**config.mk**
```make
export PLATFORM = sky130hd
export DESIGN_NAME = ansi_text_terminal_cursor_engine
export DESIGN_NICKNAME = d
export VERILOG_FILES = /design/src/rtl/core/atc_pkg.sv /design/src/rtl/core/atc_front.sv /design/src/rtl/core/atc_queue.sv /design/src/rtl/core/atc_back.sv /design/src/rtl/core/ansi_text_terminal_cursor_engine.sv
export VERILOG_INCLUDE_DIRS = /design/src /design/src/rtl/core
export SDC_FILE = /design/constraint.sdc
export NUM_CORES = 1
export LEC_CHECK = 0
export BUFFER_PORTS_ARGS = -buffer_cell sky130_fd_sc_hd__buf_4
export CORE_MARGIN = 2
export CORE_UTILIZATION = 63
export DETAILED_ROUTE_END_ITERATION = 16
export PLACE_DENSITY = 0.81
export SLEW_MARGIN = 10
export SYNTH_ARGS = -nofsm -noshare
export SYNTH_HDL_FRONTEND = slang
export SYNTH_SLANG_ARGS = --single-unit
export TNS_END_PERCENT = 20
```
**constraint.sdc**
```tcl
create_clock -name clock -period 10.44 [get_ports clock]
set_input_delay 2.088 -clock clock [delete_from_list [all_inputs] [get_ports clock]]
set_output_delay 2.088 -clock clock [all_outputs]
set_load 0.03 [all_outputs]
```
**src/rtl/core/ansi_text_terminal_cursor_engine_macros.svh**
```systemverilog
// Assertion macros used by the back end of the terminal cursor engine.
`ifndef ANSI_TEXT_TERMINAL_CURSOR_ENGINE_MACROS_SVH
`define ANSI_TEXT_TERMINAL_CURSOR_ENGINE_MACROS_SVH

`ifndef NO_ASSERTIONS
`define ATC_ASSERT_IMPLY(label, clk, rst, ante, cons) \
   label: assert property (@(posedge clk) disable iff (rst) (ante) |-> (cons)) \
      else $error("atc assertion failed");
`define ATC_ASSERT_NEXT(label, clk, rst, ante, cons) \
   label: assert property (@(posedge clk) disable iff (rst) (ante) |=> (cons)) \
      else $error("atc assertion failed");
`else
`define ATC_ASSERT_IMPLY(label, clk, rst, ante, cons)
`define ATC_ASSERT_NEXT(label, clk, rst, ante, cons)
`endif

`endif

```
**src/rtl/core/atc_pkg.sv**
```systemverilog
`default_nettype none
package atc_pkg;

   localparam int TAB_STOP    = 8;
   localparam int MAX_RESULTS = 9;
   localparam int RUN_LIMIT   = MAX_RESULTS - 1;
   localparam int RUN_W       = $clog2(RUN_LIMIT + 1);
   localparam int QUEUE_DEPTH = 2;
   localparam int QUEUE_PTR_W = (QUEUE_DEPTH > 1) ? $clog2(QUEUE_DEPTH) : 1;
   localparam int QUEUE_CNT_W = $clog2(QUEUE_DEPTH + 1);

   localparam logic [7:0] ATTR_RESET   = 8'h0F;
   localparam logic [7:0] ATTR_BG_MASK = 8'hF0;

   localparam logic [7:0] CH_BACKSPACE = 8'h08;
   localparam logic [7:0] CH_TAB       = 8'h09;
   localparam logic [7:0] CH_NEWLINE   = 8'h0A;
   localparam logic [7:0] CH_RETURN    = 8'h0D;
   localparam logic [7:0] CH_ESC       = 8'h1B;
   localparam logic [7:0] CH_SPACE     = 8'h20;
   localparam logic [7:0] CH_DIGIT_0   = 8'h30;
   localparam logic [7:0] CH_DIGIT_9   = 8'h39;
   localparam logic [7:0] CH_SEMI      = 8'h3B;
   localparam logic [7:0] CH_FINAL_H   = 8'h48;
   localparam logic [7:0] CH_FINAL_J   = 8'h4A;
   localparam logic [7:0] CH_CSI       = 8'h5B;
   localparam logic [7:0] CH_FINAL_F   = 8'h66;
   localparam logic [7:0] CH_FINAL_M   = 8'h6D;

   localparam logic [7:0] ARG_MAX         = 8'd255;
   localparam logic [7:0] ED_TO_END       = 8'd0;
   localparam logic [7:0] ED_ALL          = 8'd2;
   localparam logic [7:0] SGR_RESET       = 8'd0;
   localparam logic [7:0] SGR_FG_LOW      = 8'd30;
   localparam logic [7:0] SGR_FG_HIGH     = 8'd37;
   localparam logic [7:0] SGR_BRIGHT_LOW  = 8'd90;
   localparam logic [7:0] SGR_BRIGHT_HIGH = 8'd97;

   localparam logic [2:0] CMD_CURSOR = 3'd0;
   localparam logic [2:0] CMD_DRAW   = 3'd1;
   localparam logic [2:0] CMD_ERASE  = 3'd2;
   localparam logic [2:0] CMD_CLEAR  = 3'd3;
   localparam logic [2:0] CMD_SCROLL = 3'd4;

   localparam logic REG_SCREEN_COLUMNS = 1'b0;
   localparam logic REG_SCREEN_ROWS    = 1'b1;

   localparam logic [7:0] COLUMNS_RESET = 8'd80;
   localparam logic [7:0] ROWS_RESET    = 8'd25;

   localparam logic [3:0] FG_MAP [15] = '{4'd0, 4'd4, 4'd2, 4'd6, 4'd1, 4'd5, 4'd3, 4'd7,
                                          4'd8, 4'd12, 4'd10, 4'd14, 4'd9, 4'd13, 4'd11};

   typedef enum logic [1:0] {
      ESC_IDLE,
      ESC_SEEN,
      ESC_CSI
   } esc_state_type;

   typedef enum logic {
      BACK_IDLE,
      BACK_EMIT
   } back_state_type;

   typedef enum logic [2:0] {
      OP_GLYPH,
      OP_TAB,
      OP_NEWLINE,
      OP_RETURN,
      OP_BACKSPACE,
      OP_CLEAR,
      OP_HOME,
      OP_REPORT
   } op_type;

   typedef struct packed {
      op_type     op;
      logic [7:0] glyph;
      logic [7:0] color;
   } queue_entry_type;

   typedef struct packed {
      logic full;
      logic not_empty;
   } queue_status_type;

   typedef struct packed {
      logic [7:0] columns;
      logic [7:0] rows;
   } screen_cfg_type;

   function automatic logic [3:0] fg_from_offset(logic [7:0] offset);
      return FG_MAP[{1'b0, offset[2:0]}];
   endfunction

endpackage
`default_nettype wire

```
**src/rtl/core/atc_front.sv**
```systemverilog
`default_nettype none
module atc_front (
   input  wire logic                     clock,
   input  wire logic                     reset,
   input  wire logic                     req_valid,
   output logic                          req_stall,
   input  wire logic [7:0]               req_char_code,
   input  wire atc_pkg::queue_status_type queue_status,
   output logic                          push,
   output atc_pkg::queue_entry_type      push_entry
);

   atc_pkg::esc_state_type esc_ff, esc_in;
   logic [7:0] first_arg_ff, first_arg_in;
   logic [7:0] second_arg_ff, second_arg_in;
   logic       arg_select_ff, arg_select_in;
   logic [7:0] attr_ff, attr_in;

   logic        accept;
   logic        is_digit;
   logic        is_semi;
   logic [7:0]  acc;
   logic [11:0] product;
   logic [7:0]  acc_sat;
   logic [7:0]  attr_m;

   assign req_stall = queue_status.full;
   assign accept    = req_valid && !req_stall;
   assign is_digit  = (req_char_code >= atc_pkg::CH_DIGIT_0) &&
                      (req_char_code <= atc_pkg::CH_DIGIT_9);
   assign is_semi   = (req_char_code == atc_pkg::CH_SEMI);
   assign acc       = arg_select_ff ? second_arg_ff : first_arg_ff;
   assign product   = {1'b0, acc, 3'b000} + {3'b000, acc, 1'b0}
                      + {8'h00, req_char_code[3:0]};
   assign acc_sat   = (product > {4'h0, atc_pkg::ARG_MAX}) ? atc_pkg::ARG_MAX : product[7:0];

   always_comb begin
      attr_m = attr_ff;
      if (first_arg_ff == atc_pkg::SGR_RESET) begin
         attr_m = atc_pkg::ATTR_RESET;
      end else if ((first_arg_ff >= atc_pkg::SGR_FG_LOW) &&
                   (first_arg_ff <= atc_pkg::SGR_FG_HIGH)) begin
         attr_m = (attr_ff & atc_pkg::ATTR_BG_MASK) |
                  {4'h0, atc_pkg::fg_from_offset(first_arg_ff - atc_pkg::SGR_FG_LOW)};
      end else if ((first_arg_ff >= atc_pkg::SGR_BRIGHT_LOW) &&
                   (first_arg_ff <= atc_pkg::SGR_BRIGHT_HIGH)) begin
         attr_m = (attr_ff & atc_pkg::ATTR_BG_MASK) |
                  {4'h0, atc_pkg::fg_from_offset(first_arg_ff - atc_pkg::SGR_BRIGHT_LOW)};
      end
      if ((second_arg_ff >= atc_pkg::SGR_FG_LOW) &&
          (second_arg_ff <= atc_pkg::SGR_FG_HIGH)) begin
         attr_m = (attr_m & atc_pkg::ATTR_BG_MASK) |
                  {4'h0, atc_pkg::fg_from_offset(second_arg_ff - atc_pkg::SGR_FG_LOW)};
      end
   end

   always_comb begin
      esc_in = esc_ff;
      if (accept) begin
         unique case (esc_ff)
            atc_pkg::ESC_IDLE: begin
               if (req_char_code == atc_pkg::CH_ESC) begin
                  esc_in = atc_pkg::ESC_SEEN;
               end
            end
            atc_pkg::ESC_SEEN: begin
               esc_in = (req_char_code == atc_pkg::CH_CSI) ? atc_pkg::ESC_CSI
                                                          : atc_pkg::ESC_IDLE;
            end
            atc_pkg::ESC_CSI: begin
               if (!is_digit && !is_semi) begin
                  esc_in = atc_pkg::ESC_IDLE;
               end
            end
            default: esc_in = atc_pkg::ESC_IDLE;
         endcase
      end
   end

   always_comb begin
      first_arg_in     = first_arg_ff;
      second_arg_in    = second_arg_ff;
      arg_select_in    = arg_select_ff;
      attr_in          = attr_ff;
      push             = 1'b0;
      push_entry.op    = atc_pkg::OP_REPORT;
      push_entry.glyph = req_char_code;
      if (accept) begin
         unique case (esc_ff)
            atc_pkg::ESC_IDLE: begin
               if (req_char_code == atc_pkg::CH_ESC) begin
                  first_arg_in  = '0;
                  second_arg_in = '0;
                  arg_select_in = 1'b0;
               end else begin
                  push = 1'b1;
                  unique case (req_char_code)
                     atc_pkg::CH_NEWLINE:   push_entry.op = atc_pkg::OP_NEWLINE;
                     atc_pkg::CH_RETURN:    push_entry.op = atc_pkg::OP_RETURN;
                     atc_pkg::CH_TAB:       push_entry.op = atc_pkg::OP_TAB;
                     atc_pkg::CH_BACKSPACE: push_entry.op = atc_pkg::OP_BACKSPACE;
                     default:               push_entry.op = atc_pkg::OP_GLYPH;
                  endcase
               end
            end
            atc_pkg::ESC_CSI: begin
               if (is_digit) begin
                  if (arg_select_ff) begin
                     second_arg_in = acc_sat;
                  end else begin
                     first_arg_in = acc_sat;
                  end
               end else if (is_semi) begin
                  arg_select_in = 1'b1;
               end else begin
                  push = 1'b1;
                  if ((req_char_code == atc_pkg::CH_FINAL_J) &&
                      ((first_arg_ff == atc_pkg::ED_TO_END) ||
                       (first_arg_ff == atc_pkg::ED_ALL))) begin
                     push_entry.op = atc_pkg::OP_CLEAR;
                  end else if ((req_char_code == atc_pkg::CH_FINAL_H) ||
                               (req_char_code == atc_pkg::CH_FINAL_F)) begin
                     push_entry.op = atc_pkg::OP_HOME;
                  end else begin
                     push_entry.op = atc_pkg::OP_REPORT;
                     if (req_char_code == atc_pkg::CH_FINAL_M) begin
                        attr_in = attr_m;
                     end
                  end
               end
            end
            default: begin
            end
         endcase
      end
      push_entry.color = attr_in;
   end

   always_ff @(posedge clock) begin
      if (reset) begin
         esc_ff        <= atc_pkg::ESC_IDLE;
         first_arg_ff  <= '0;
         second_arg_ff <= '0;
         arg_select_ff <= 1'b0;
         attr_ff       <= atc_pkg::ATTR_RESET;
      end else begin
         esc_ff        <= esc_in;
         first_arg_ff  <= first_arg_in;
         second_arg_ff <= second_arg_in;
         arg_select_ff <= arg_select_in;
         attr_ff       <= attr_in;
      end
   end

endmodule
`default_nettype wire

```
**src/rtl/core/atc_queue.sv**
```systemverilog
`default_nettype none
module atc_queue (
   input  wire logic                      clock,
   input  wire logic                      reset,
   input  wire logic                      push,
   input  wire atc_pkg::queue_entry_type  push_entry,
   input  wire logic                      pop,
   output atc_pkg::queue_entry_type       head,
   output atc_pkg::queue_status_type      status
);

   atc_pkg::queue_entry_type entries_ff [atc_pkg::QUEUE_DEPTH];
   logic [atc_pkg::QUEUE_PTR_W-1:0] wr_ptr_ff, wr_ptr_in;
   logic [atc_pkg::QUEUE_PTR_W-1:0] rd_ptr_ff, rd_ptr_in;
   logic [atc_pkg::QUEUE_CNT_W-1:0] count_ff, count_in;

   function automatic logic [atc_pkg::QUEUE_PTR_W-1:0] ptr_next(
      logic [atc_pkg::QUEUE_PTR_W-1:0] ptr);
      return (ptr == atc_pkg::QUEUE_PTR_W'(atc_pkg::QUEUE_DEPTH - 1)) ? '0 : ptr + 1'b1;
   endfunction

   assign head             = entries_ff[rd_ptr_ff];
   assign status.full      = (count_ff == atc_pkg::QUEUE_CNT_W'(atc_pkg::QUEUE_DEPTH));
   assign status.not_empty = (count_ff != '0);

   always_comb begin
      wr_ptr_in = push ? ptr_next(wr_ptr_ff) : wr_ptr_ff;
      rd_ptr_in = pop ? ptr_next(rd_ptr_ff) : rd_ptr_ff;
      count_in  = count_ff;
      if (push && !pop) begin
         count_in = count_ff + 1'b1;
      end else if (pop && !push) begin
         count_in = count_ff - 1'b1;
      end
   end

   always_ff @(posedge clock) begin
      if (reset) begin
         wr_ptr_ff <= '0;
         rd_ptr_ff <= '0;
         count_ff  <= '0;
      end else begin
         wr_ptr_ff <= wr_ptr_in;
         rd_ptr_ff <= rd_ptr_in;
         count_ff  <= count_in;
      end
   end

   always_ff @(posedge clock) begin
      if (push) begin
         entries_ff[wr_ptr_ff] <= push_entry;
      end
   end

endmodule
`default_nettype wire

```
**src/rtl/core/atc_back.sv**
```systemverilog
`default_nettype none
`include "ansi_text_terminal_cursor_engine_macros.svh"
module atc_back (
   input  wire logic                      clock,
   input  wire logic                      reset,
   input  wire atc_pkg::screen_cfg_type   cfg,
   input  wire atc_pkg::queue_status_type queue_status,
   input  wire atc_pkg::queue_entry_type  head,
   output logic                           pop,
   output logic                           rsp_valid,
   input  wire logic                      rsp_stall,
   output logic [2:0]                     rsp_command,
   output logic [7:0]                     rsp_cell_x,
   output logic [7:0]                     rsp_cell_y,
   output logic [7:0]                     rsp_glyph,
   output logic [7:0]                     rsp_color,
   output logic [7:0]                     rsp_cursor_col,
   output logic [7:0]                     rsp_cursor_row,
   output logic                           rsp_last
);

   atc_pkg::back_state_type state_ff, state_in;

   logic [7:0]               col_ff, row_ff;
   logic [7:0]               run_x_ff, run_y_ff;
   logic [atc_pkg::RUN_W-1:0] run_left_ff;
   logic [7:0]               glyph_ff, color_ff;
   logic                     tail_valid_ff;
   logic [2:0]               tail_cmd_ff;
   logic [7:0]               tail_x_ff, tail_y_ff, tail_glyph_ff;

   logic                     rsp_valid_ff;
   logic [2:0]               rsp_command_ff;
   logic [7:0]               rsp_cell_x_ff, rsp_cell_y_ff, rsp_glyph_ff, rsp_color_ff;
   logic [7:0]               rsp_cursor_col_ff, rsp_cursor_row_ff;
   logic                     rsp_last_ff;

   logic [7:0] cols_eff, rows_eff;
   logic [8:0] row_next9;
   logic       nl_scroll;
   logic [7:0] nl_row;
   logic [8:0] tab_phase, tab_room, line_room, room_min, run_len9, run_end;
   logic       wrap;

   logic [7:0]               plan_col, plan_row;
   logic [atc_pkg::RUN_W-1:0] plan_run;
   logic                     plan_tail_valid;
   logic [2:0]               plan_tail_cmd;
   logic [7:0]               plan_tail_x, plan_tail_y, plan_tail_glyph;
   logic [7:0]               plan_glyph;

   logic       out_free;
   logic       emit;
   logic       emit_run;
   logic       emit_last;
   logic [2:0] emit_cmd;
   logic [7:0] emit_x, emit_y, emit_glyph;

   assign cols_eff  = (cfg.columns == 8'd0) ? 8'd1 : cfg.columns;
   assign rows_eff  = (cfg.rows == 8'd0) ? 8'd1 : cfg.rows;
   assign row_next9 = {1'b0, row_ff} + 9'd1;
   assign nl_scroll = (row_next9 >= {1'b0, rows_eff});
   assign nl_row    = nl_scroll ? (rows_eff - 8'd1) : row_next9[7:0];
   assign tab_phase = {1'b0, col_ff % 8'(atc_pkg::TAB_STOP)};
   assign tab_room  = 9'(atc_pkg::TAB_STOP) - tab_phase;
   assign line_room = (col_ff < cols_eff) ? {1'b0, cols_eff - col_ff} : 9'd1;
   assign room_min  = (tab_room < line_room) ? tab_room : line_room;
   assign run_len9  = (head.op == atc_pkg::OP_TAB)
                      ? ((room_min < 9'(atc_pkg::RUN_LIMIT)) ? room_min
                                                              : 9'(atc_pkg::RUN_LIMIT))
                      : 9'd1;
   assign run_end   = {1'b0, col_ff} + run_len9;
   assign wrap      = (run_end >= {1'b0, cols_eff});

   always_comb begin
      plan_col        = col_ff;
      plan_row        = row_ff;
      plan_run        = '0;
      plan_tail_valid = 1'b1;
      plan_tail_cmd   = atc_pkg::CMD_CURSOR;
      plan_tail_x     = 8'd0;
      plan_tail_y     = 8'd0;
      plan_tail_glyph = 8'd0;
      plan_glyph      = (head.op == atc_pkg::OP_TAB) ? atc_pkg::CH_SPACE : head.glyph;
      unique case (head.op) inside
         atc_pkg::OP_GLYPH, atc_pkg::OP_TAB: begin
            plan_run      = atc_pkg::RUN_W'(run_len9);
            plan_tail_cmd = atc_pkg::CMD_SCROLL;
            if (wrap) begin
               plan_col        = 8'd0;
               plan_row        = nl_row;
               plan_tail_valid = nl_scroll;
            end else begin
               plan_col        = run_end[7:0];
               plan_tail_valid = 1'b0;
            end
         end
         atc_pkg::OP_NEWLINE: begin
            plan_col      = 8'd0;
            plan_row      = nl_row;
            plan_tail_cmd = nl_scroll ? atc_pkg::CMD_SCROLL : atc_pkg::CMD_CURSOR;
         end
         atc_pkg::OP_RETURN: begin
            plan_col = 8'd0;
         end
         atc_pkg::OP_BACKSPACE: begin
            if (col_ff != 8'd0) begin
               plan_col = col_ff - 8'd1;
            end else if (row_ff != 8'd0) begin
               plan_row = row_ff - 8'd1;
               plan_col = cols_eff - 8'd1;
            end
            plan_tail_cmd   = atc_pkg::CMD_ERASE;
            plan_tail_x     = plan_col;
            plan_tail_y     = plan_row;
            plan_tail_glyph = atc_pkg::CH_SPACE;
         end
         atc_pkg::OP_CLEAR: begin
            plan_col      = 8'd0;
            plan_row      = 8'd0;
            plan_tail_cmd = atc_pkg::CMD_CLEAR;
         end
         atc_pkg::OP_HOME: begin
            plan_col = 8'd0;
            plan_row = 8'd0;
         end
         default: begin
         end
      endcase
   end

   assign out_free  = !rsp_valid_ff || !rsp_stall;
   assign emit_run  = (run_left_ff != '0);
   assign emit_last = emit_run ? ((run_left_ff == atc_pkg::RUN_W'(1)) && !tail_valid_ff)
                               : 1'b1;

   always_comb begin
      state_in = state_ff;
      unique case (state_ff)
         atc_pkg::BACK_IDLE: begin
            if (queue_status.not_empty) begin
               state_in = atc_pkg::BACK_EMIT;
            end
         end
         atc_pkg::BACK_EMIT: begin
            if (out_free && emit_last) begin
               state_in = atc_pkg::BACK_IDLE;
            end
         end
         default: state_in = atc_pkg::BACK_IDLE;
      endcase
   end

   always_comb begin
      pop  = 1'b0;
      emit = 1'b0;
      unique case (state_ff)
         atc_pkg::BACK_IDLE: pop  = queue_status.not_empty;
         atc_pkg::BACK_EMIT: emit = out_free;
         default: begin
         end
      endcase
      emit_cmd   = emit_run ? atc_pkg::CMD_DRAW : tail_cmd_ff;
      emit_x     = emit_run ? run_x_ff : tail_x_ff;
      emit_y     = emit_run ? run_y_ff : tail_y_ff;
      emit_glyph = emit_run ? glyph_ff : tail_glyph_ff;
   end

   always_ff @(posedge clock) begin
      if (reset) begin
         state_ff      <= atc_pkg::BACK_IDLE;
         col_ff        <= 8'd0;
         row_ff        <= 8'd0;
         run_left_ff   <= '0;
         tail_valid_ff <= 1'b0;
         rsp_valid_ff  <= 1'b0;
      end else begin
         state_ff <= state_in;
         if (pop) begin
            col_ff        <= plan_col;
            row_ff        <= plan_row;
            run_left_ff   <= plan_run;
            tail_valid_ff <= plan_tail_valid;
         end else if (emit) begin
            if (emit_run) begin
               run_left_ff <= run_left_ff - 1'b1;
            end else begin
               tail_valid_ff <= 1'b0;
            end
         end
         if (emit) begin
            rsp_valid_ff <= 1'b1;
         end else if (!rsp_stall) begin
            rsp_valid_ff <= 1'b0;
         end
      end
   end

   always_ff @(posedge clock) begin
      if (pop) begin
         run_x_ff      <= col_ff;
         run_y_ff      <= row_ff;
         glyph_ff      <= plan_glyph;
         color_ff      <= head.color;
         tail_cmd_ff   <= plan_tail_cmd;
         tail_x_ff     <= plan_tail_x;
         tail_y_ff     <= plan_tail_y;
         tail_glyph_ff <= plan_tail_glyph;
      end else if (emit && emit_run) begin
         run_x_ff <= run_x_ff + 8'd1;
      end
      if (emit) begin
         rsp_command_ff    <= emit_cmd;
         rsp_cell_x_ff     <= emit_x;
         rsp_cell_y_ff     <= emit_y;
         rsp_glyph_ff      <= emit_glyph;
         rsp_color_ff      <= color_ff;
         rsp_cursor_col_ff <= col_ff;
         rsp_cursor_row_ff <= row_ff;
         rsp_last_ff       <= emit_last;
      end
   end

   assign rsp_valid      = rsp_valid_ff;
   assign rsp_command    = rsp_command_ff;
   assign rsp_cell_x     = rsp_cell_x_ff;
   assign rsp_cell_y     = rsp_cell_y_ff;
   assign rsp_glyph      = rsp_glyph_ff;
   assign rsp_color      = rsp_color_ff;
   assign rsp_cursor_col = rsp_cursor_col_ff;
   assign rsp_cursor_row = rsp_cursor_row_ff;
   assign rsp_last       = rsp_last_ff;

   `ATC_ASSERT_IMPLY(emit_has_work, clock, reset, state_ff == atc_pkg::BACK_EMIT, (run_left_ff != '0) || tail_valid_ff)
   `ATC_ASSERT_IMPLY(idle_has_no_work, clock, reset, state_ff == atc_pkg::BACK_IDLE, (run_left_ff == '0) && !tail_valid_ff)
   `ATC_ASSERT_IMPLY(run_bounded, clock, reset, 1'b1, run_left_ff <= atc_pkg::RUN_W'(atc_pkg::RUN_LIMIT))
   `ATC_ASSERT_NEXT(cursor_held_while_emitting, clock, reset, state_ff == atc_pkg::BACK_EMIT, $stable(col_ff) && $stable(row_ff))

endmodule
`default_nettype wire

```
**src/rtl/core/ansi_text_terminal_cursor_engine.sv**
```systemverilog
// A byte that yields results is written into the command queue, then popped into the back
// end, which registers its results onto the outputs and emits them all before its next pop.
// Escape bytes and up to two further bytes, held in the command queue, are taken at one per
// cycle meanwhile, while the queue is not full. A tab yields up to nine results, one per
// cycle while the result side does not stall. Reset puts the cursor at home, the attribute
// at 0x0F, the parser idle, the queue empty and the screen size at 80 columns by 25 rows.
`default_nettype none
module ansi_text_terminal_cursor_engine (
   input  wire logic        clock,
   input  wire logic        reset,
   input  wire logic        req_valid,
   output logic             req_stall,
   input  wire logic [7:0]  req_char_code,
   output logic             rsp_valid,
   input  wire logic        rsp_stall,
   output logic [2:0]       rsp_command,
   output logic [7:0]       rsp_cell_x,
   output logic [7:0]       rsp_cell_y,
   output logic [7:0]       rsp_glyph,
   output logic [7:0]       rsp_color,
   output logic [7:0]       rsp_cursor_col,
   output logic [7:0]       rsp_cursor_row,
   output logic             rsp_last,
   input  wire logic        psel,
   input  wire logic        penable,
   input  wire logic        pwrite,
   input  wire logic [2:0]  paddr,
   input  wire logic [31:0] pwdata,
   output logic [31:0]      prdata,
   output logic             pready
);

   logic [7:0] screen_columns_ff, screen_rows_ff;
   logic       csr_write;

   atc_pkg::screen_cfg_type   cfg;
   atc_pkg::queue_status_type queue_status;
   atc_pkg::queue_entry_type  push_entry;
   atc_pkg::queue_entry_type  head;
   logic                      push;
   logic                      pop;

   assign pready    = 1'b1;
   assign csr_write = psel && penable && pwrite && pready;

   always_ff @(posedge clock) begin
      if (reset) begin
         screen_columns_ff <= atc_pkg::COLUMNS_RESET;
         screen_rows_ff    <= atc_pkg::ROWS_RESET;
      end else if (csr_write) begin
         unique case (paddr[2])
            atc_pkg::REG_SCREEN_COLUMNS: screen_columns_ff <= pwdata[7:0];
            atc_pkg::REG_SCREEN_ROWS:    screen_rows_ff    <= pwdata[7:0];
            default: begin
            end
         endcase
      end
   end

   always_comb begin
      unique case (paddr[2])
         atc_pkg::REG_SCREEN_COLUMNS: prdata = {24'h000000, screen_columns_ff};
         atc_pkg::REG_SCREEN_ROWS:    prdata = {24'h000000, screen_rows_ff};
         default:                     prdata = 32'h00000000;
      endcase
   end

   assign cfg.columns = screen_columns_ff;
   assign cfg.rows    = screen_rows_ff;

   atc_front u_front (
      .clock         (clock),
      .reset         (reset),
      .req_valid     (req_valid),
      .req_stall     (req_stall),
      .req_char_code (req_char_code),
      .queue_status  (queue_status),
      .push          (push),
      .push_entry    (push_entry)
   );

   atc_queue u_queue (
      .clock      (clock),
      .reset      (reset),
      .push       (push),
      .push_entry (push_entry),
      .pop        (pop),
      .head       (head),
      .status     (queue_status)
   );

   atc_back u_back (
      .clock          (clock),
      .reset          (reset),
      .cfg            (cfg),
      .queue_status   (queue_status),
      .head           (head),
      .pop            (pop),
      .rsp_valid      (rsp_valid),
      .rsp_stall      (rsp_stall),
      .rsp_command    (rsp_command),
      .rsp_cell_x     (rsp_cell_x),
      .rsp_cell_y     (rsp_cell_y),
      .rsp_glyph      (rsp_glyph),
      .rsp_color      (rsp_color),
      .rsp_cursor_col (rsp_cursor_col),
      .rsp_cursor_row (rsp_cursor_row),
      .rsp_last       (rsp_last)
   );

endmodule
`default_nettype wire

```
After elaboration in Yosys (flattened, before gate mapping)
Memories as Yosys holds them, arrays and structs flattened. A register that Yosys moved wholly into a read port is not among the register bits. Cells that the tools add are included.

Bits in registers: 181. Bits of input ports: 50. Bits in writable memories: 38. Output and inout port bits: 87. Logic and storage cells: 262. Latch bits: 0. Memories kept: 4. Bits in read-only memories: 192.

Memories: (no name shown) (depth 16, bits a word 4, rd ports 1, clocked after Yosys merged registers in 0, write ports 0, line atc_pkg.sv:93) `return FG_MAP[{1'b0, offset[2:0]}];`; (no name shown) (depth 16, bits a word 4, rd ports 1, clocked after Yosys merged registers in 0, write ports 0, line atc_pkg.sv:93); (no name shown) (depth 16, bits a word 4, rd ports 1, clocked after Yosys merged registers in 0, write ports 0, line atc_pkg.sv:93); u_queue.entries_ff (depth 2, bits a word 19, rd ports 1, clocked after Yosys merged registers in 1, write ports 1, line atc_queue.sv:12) `atc_pkg::queue_entry_type entries_ff [atc_pkg::QUEUE_DEPTH];`.

$add $sub $neg: 19. Divide/modulo/power cells: 0. Magnitude comparators: 17. Reduce and logical (&&, ||, !) cells: 54. Bitwise logic cells: 8. Multiply operators: 0. Shifts and indexed selects: 0. Equality and inequality tests: 32. Mux-type cells: 96.

Operators with widths (count): 2-to-1 mux 8 bit (33); case mux 32 bit (2 select lines) (1); equality test 8 x 7 -> 1 bit, second input constant (5); 2-to-1 mux 4 bit (10); equality test 8 x 4 -> 1 bit, second input constant (4); case mux 8 bit (2 select lines) (2); case mux 8 bit (4 select lines) (1); subtractor 8 x 1 -> 8 bit, second input constant (4); 2-to-1 mux 9 bit (3); 2-to-1 mux 1 bit (26); <= comparator 8 x 6 -> 1 bit, second input constant (3); zero test 8 bit (3); OR 8 x 4 -> 8 bit (3); case mux 3 bit (4 select lines) (2); case mux 8 bit (3 select lines) (1); greater-or-equal comparator 9 x 8 -> 1 bit (2); 2-to-1 mux 3 bit (6); greater-or-equal comparator 8 x 5 -> 1 bit, second input constant (2); nonzero test 8 bit (2); greater-or-equal comparator 5 bit, second input constant (3); NOT 3 -> 5 bit (3); AND reduction 5 bit (3); logical AND 1 bit (14); != test 2 x 1 -> 1 bit, second input constant (7); other kinds (47) (83).

Logic depth before layout (Yosys ltp)
Depth in word-level cells: 18. Depth in mapped cells: 33. Mapped depth without buffers: 33.

Cells and area by module
From an unflattened synthesis, not the netlist that was laid out.

Cells, all modules: 1125. Area, all modules: 11996.5 um^2.

By module, submodules not included: atc_back (cells each 652, area each 7029.2 um^2, times used 1, seq. area each 3583.4 um^2); atc_front (cells each 289, area each 2371.0 um^2, times used 1, seq. area each 540.5 um^2); atc_queue (cells each 81, area each 1581.5 um^2, times used 1, seq. area each 1241.2 um^2); ansi_text_terminal_cursor_engine (cells each 103, area each 1014.7 um^2, times used 1, seq. area each 320.3 um^2).

Least setup slack after synthesis
No wires, ideal clock.

Kind: reg-to-reg. Start: register screen_columns_ff[2]. End: register u_back.row_ff[5]. Setup slack: 3258 ps. Required time: 10318 ps. Stages on the path, launching flop included: 31. Clock period less this slack: 7182 ps. Library setup time: 122 ps. Data arrival time: 7061 ps. Buffers on the path: 0. Path through: dfxtp_1 > or4_1 > nor4_1 > nor2_1 > ha_1 > fa_1 > nor2b_1 > o221ai_1 > a21oi_1 > nand2b_1 > ha_1 > a21oi_1 > nor2_1 > a211oi_1 > o21ai_0 > nand3_1 > mux2_2 > ha_1 > nor2b_1 > o21ai_0 > a21boi_0 > o21a_1 > or3_1 > and2_1 > ha_1 > nand4_1 > o21ai_0 > nor2_1 > nand3_1 > nand2_1 > o311a_1.

Word-level cells in the longest chain between the ends: 13. Elaborated cells between the ends (all ways): 14. Those cells by class: add/sub (2); order compare (4); eq/ne (1); mux (5); reduce/logical (2).

Ends and longest elaborated chain: start, declared (line ansi_text_terminal_cursor_engine.sv:33) `logic [7:0] screen_columns_ff, screen_rows_ff;`; start signal, assigned (line ansi_text_terminal_cursor_engine.sv:48) `screen_columns_ff <= atc_pkg::COLUMNS_RESET;`; start signal, assigned (line ansi_text_terminal_cursor_engine.sv:52) `atc_pkg::REG_SCREEN_COLUMNS: screen_columns_ff <= pwdata[7:0];`; zero test 8 bit (line atc_back.sv:59) `assign cols_eff = (cfg.columns == 8'd0) ? 8'd1 : cfg.columns;`; 2-to-1 mux 8 bit * (line atc_back.sv:59); subtractor 8 bit or < comparator 8 bit (tied branches) (line atc_back.sv:66) `assign line_room = (col_ff < cols_eff) ? {1'b0, cols_eff - col_ff} : 9'd1;`; 2-to-1 mux 8 bit (line atc_back.sv:66); < comparator 9 bit (line atc_back.sv:67) `assign room_min = (tab_room < line_room) ? tab_room : line_room;`; 2-to-1 mux 9 bit (line atc_back.sv:67); < comparator 9 x 4 -> 1 bit (line atc_back.sv:69) `? ((room_min < 9'(atc_pkg::RUN_LIMIT)) ? room_min`; 2-to-1 mux 9 bit (2 in a row) (line atc_back.sv:69); adder 8 x 9 -> 9 bit (line atc_back.sv:72) `assign run_end = {1'b0, col_ff} + run_len9;`; greater-or-equal comparator 9 x 8 -> 1 bit * (line atc_back.sv:73) `assign wrap = (run_end >= {1'b0, cols_eff});`; != test 2 x 1 -> 1 bit (no source line) *; AND reduction 3 bit (no source line) *; end signal, assigned (line atc_back.sv:181) `row_ff <= plan_row;`; end, declared (line atc_back.sv:24) `logic [7:0] col_ff, row_ff;`.

Every way passes the cells marked *; elsewhere a longest branch is shown, timed or not. A chain may end at the register's enable or synchronous reset.

Final worst setup path
Start: register screen_columns_ff[2]. End: register u_back.col_ff[7].

Word-level cells in the longest chain between the ends: 13. Elaborated cells between the ends (all ways): 17. Those cells by class: add/sub (3); order compare (4); mux (9); reduce/logical (1).

Ends and longest elaborated chain: zero test 8 bit (line atc_back.sv:59); 2-to-1 mux 8 bit * (line atc_back.sv:59); subtractor 8 bit or < comparator 8 bit (tied branches) (line atc_back.sv:66); 2-to-1 mux 8 bit (line atc_back.sv:66); < comparator 9 bit (line atc_back.sv:67); 2-to-1 mux 9 bit (line atc_back.sv:67); < comparator 9 x 4 -> 1 bit (line atc_back.sv:69); 2-to-1 mux 9 bit (2 in a row) (line atc_back.sv:69); adder 8 x 9 -> 9 bit (line atc_back.sv:72); greater-or-equal comparator 9 x 8 -> 1 bit (line atc_back.sv:73); 2-to-1 mux 8 bit (line atc_back.sv:89) `if (wrap) begin`; case mux 8 bit (3 select lines) * (line atc_back.sv:85) `unique case (head.op) inside`; end signal, assigned (line atc_back.sv:180) `col_ff <= plan_col;`; end, declared (line atc_back.sv:24).

Marked as above.

==> qor.csv <==
metric;value;unit
CTS Sinks;213;
Hold Path Depth;0;
cts repair resizes;0;
grt ovf;0;
Post-synth EDFFs;142;
DP Area;12150;µm²
Hold Crit Class;register to register;
CTS buffer count;22;
# rows;49;
kind of cell adding the most delay to the critical path;simple AND/OR/NAND/NOR gates;
Clock Latency Late Sink;0.51;ns
# nets final;1270;
via count;8390;
wire per inst;17.51;µm
WS Path Type;register to register;
final setup fails;0;
Leak Pwr;0.005082;µW
RSZ-0062 raised after global routing;no;
core region area;17900;µm²
Post-CTS Hold Buffers;0;
vias in the first global route;8044;
H-tree level count;1;
most common cell after layout, fill and taps aside;edfxtp_1;
DRC viols;0;
Crit path depth;32;
worst reg2reg path depth;32;
Seq/Total Area, Yosys;0.4969;
Peak VDD IR;0.2352;mV
Critical Path RT;10.86;ns
unique cell type count in the Yosys netlist;78;
Slowest-stage cell, CP;nor4_2;
port bufs;85;
combinational share of power;0.378;
fin area;12940;µm²
final count of pins violating max slew;0;
HPWL Detailed;17.39;mm
postcts setup bufs;0;
ys flop type;edfxtp_1;
DR vias/cell;5.993;
Tot GR Track Use;0.2550;
Syn. warnings;0;
die area;19250;µm²
clock network power share;0.234;
Detailed Routing Iterations Pass 1;5;
initial antenna violation count;0;
DRT antenna net count;0;
switching share of power;0.3690;
final count of hold timing violations;0;
Worst path max stage delay;0.82;ns
diode count;0;
most frequent cells in the layout;edfxtp_1 (142), buf_4 (89), nand2_1 (79);
CP Data Arrival Time;9.10;ns
worst-path maximum fanout;8;
Post-Syn Area;11440;µm²
Max Cap Viol;0;
Syn-to-layout area delta;13.12;%
setup TNS;0;ns
Mapped Avg Cell Area;10.59;µm²
largest net degree at the start of global routing;56;
NetSw;1313;µW
Routed WL;24.51;mm
final clock skew;0.007429;ns
Layout fillers;1305;
Pint;2246;µW
actual slew at the worst max-slew pin;1.151;ns
first-pass GRT wire length;40.66;mm
fin crit share;0.8311;
minimum clock period;8.677;ns
sequential cell fraction of total power;0.388;
Async SR Flop Fraction;0;
Die Y;138.8;µm
status;finished clean;
cells after synthesis;1080;
PD cells;275.0;nW/µm²
Starting DRT DRC Count;721;
critical path endpoint category;register;
worst path bufs/invs;1;
Max transition margin;0.2315;
clock buffer depth;3;
Setup crit start kind;register;
clock root cell;clkbuf_16;
Reg clk slew, reported paths;0.06;ns
GP Congestion;0.8925;
highest clock rate;0.1152;GHz
Top Ports;137;
share of post-route cells with drive strength above 1;0.1674;
starting density of the core;0.6391;
die width;138.8;µm
Yosys reg bits;213;
CTS tree;yes;
[routing by layer]
| layer | GRT usage | vias up | part of all wire |
|---|---|---|---|
| met5 | 0 | - | 0 |
| met4 | 0.05582 | 0 | 0.014 |
| met3 | 0.04144 | 30 | 0.082 |
| met2 | 0.4104 | 328 | 0.46 |
| met1 | 0.3692 | 3970 | 0.44 |
| li1 | - | 4062 | - |
[area by class of cell]
| class | count | area [µm²] | area share |
|---|---|---|---|
| flip-flops and latches | 213 | 5685 | 0.4393 |
| multi-input cells | 766 | 5275 | 0.4076 |
| repair buffers | 89 | 668.1 | 0.05162 |
| clock buffers | 28 | 623.1 | 0.04814 |
| well taps | 229 | 286.5 | 0.02214 |
| inverters | 63 | 236.5 | 0.01827 |
| clock inverters | 12 | 167.7 | 0.01295 |
[final timing paths]
kind | start | to | slack [ns]
worst max-delay path | screen_columns_ff[2] | u_back.col_ff[7] | 1.76
worst min register to register | u_back.color_ff[2] | u_back.rsp_color[2] | 0.42
worst max register to register | screen_columns_ff[2] | u_back.col_ff[7] | 1.76
worst min-delay path | u_back.color_ff[2] | u_back.rsp_color[2] | 0.42
[cells in the mapped netlist (19+ instances only)]
cell / n / area, µm²
mux2_2: 39 / 439.2
nor2_1: 77 / 289.0
ha_1: 61 / 763.2
a21oi_1: 63 / 315.3
o21ai_0: 59 / 295.3
xnor2_1: 33 / 289.0
edfxtp_1: 142 / 4264
mux2i_1: 20 / 200.2
nand3_1: 25 / 125.1
nand2_1: 79 / 296.5
nor3_1: 27 / 135.1
nand2b_1: 19 / 118.9
dfxtp_1: 71 / 1421
inv_1: 62 / 232.7
buf_4: 26 / 195.2
clkbuf_1: 31 / 116.4
[power by group through the flow]
stage / combinational (µW) / clock (µW) / sequential (µW)
5_1_grt: 1470 / 876 / 1410
3_3_place_gp: 1280 / 0 / 1380
3_5_place_dp: 1320 / 0 / 1400
2_1_floorplan: 880 / 0 / 1470
6_report: 1340 / 833 / 1380
4_1_cts: 1330 / 839 / 1380
[cell families (layout without fill, tap and decap cells)]
family          Yosys count  count (layout)  share of synthesized area
buf+inv                 128             192                    0.05129
compound gates          234             234                     0.1351
flops                   213             213                     0.4969
other cells               2              29                  0.0006564
simple gates            330             330                     0.1477
fa+ha+maj                65              65                    0.07371
mux                      60              60                    0.05785
xor+xnor                 48              48                    0.03675
[registers in the layout, indices dropped and copies added, names as in the netlist, 3 cells and up, named ones only]
register / count
u_back.rsp_cell_y: 8
u_back.color_ff: 8
u_back.glyph_ff: 8
u_back.tail_y_ff: 8
screen_rows_ff: 8
screen_columns_ff: 8
u_back.rsp_cell_x: 8
u_queue.entries_ff: 38
u_back.run_y_ff: 8
u_front.first_arg_ff: 8
u_back.run_left_ff: 4
u_back.rsp_command: 3
u_front.second_arg_ff: 8
u_back.row_ff: 8
u_back.rsp_glyph: 8
u_back.run_x_ff: 8
u_back.col_ff: 8
u_back.rsp_cursor_row: 8
u_back.rsp_cursor_col: 8
u_back.rsp_color: 8
u_back.tail_cmd_ff: 3
u_front.attr_ff: 8
u_back.tail_x_ff: 8
[stage by stage]
stage,power (µW),worst slack [ns],hold WS (ns),cells,utilization
floorplan,2353,3.258,0.4003,1107,-
finish,3560,1.763,0.4184,1400,0.7230
global placement,2655,2.273,0.4005,1360,0.6788
detailed placement,2712,2.081,0.4057,1360,0.6788
CTS,3555,1.974,0.4193,1400,0.7230
global route,3755,1.194,0.4197,1400,0.7230
(Power assumes the default switching activity.)
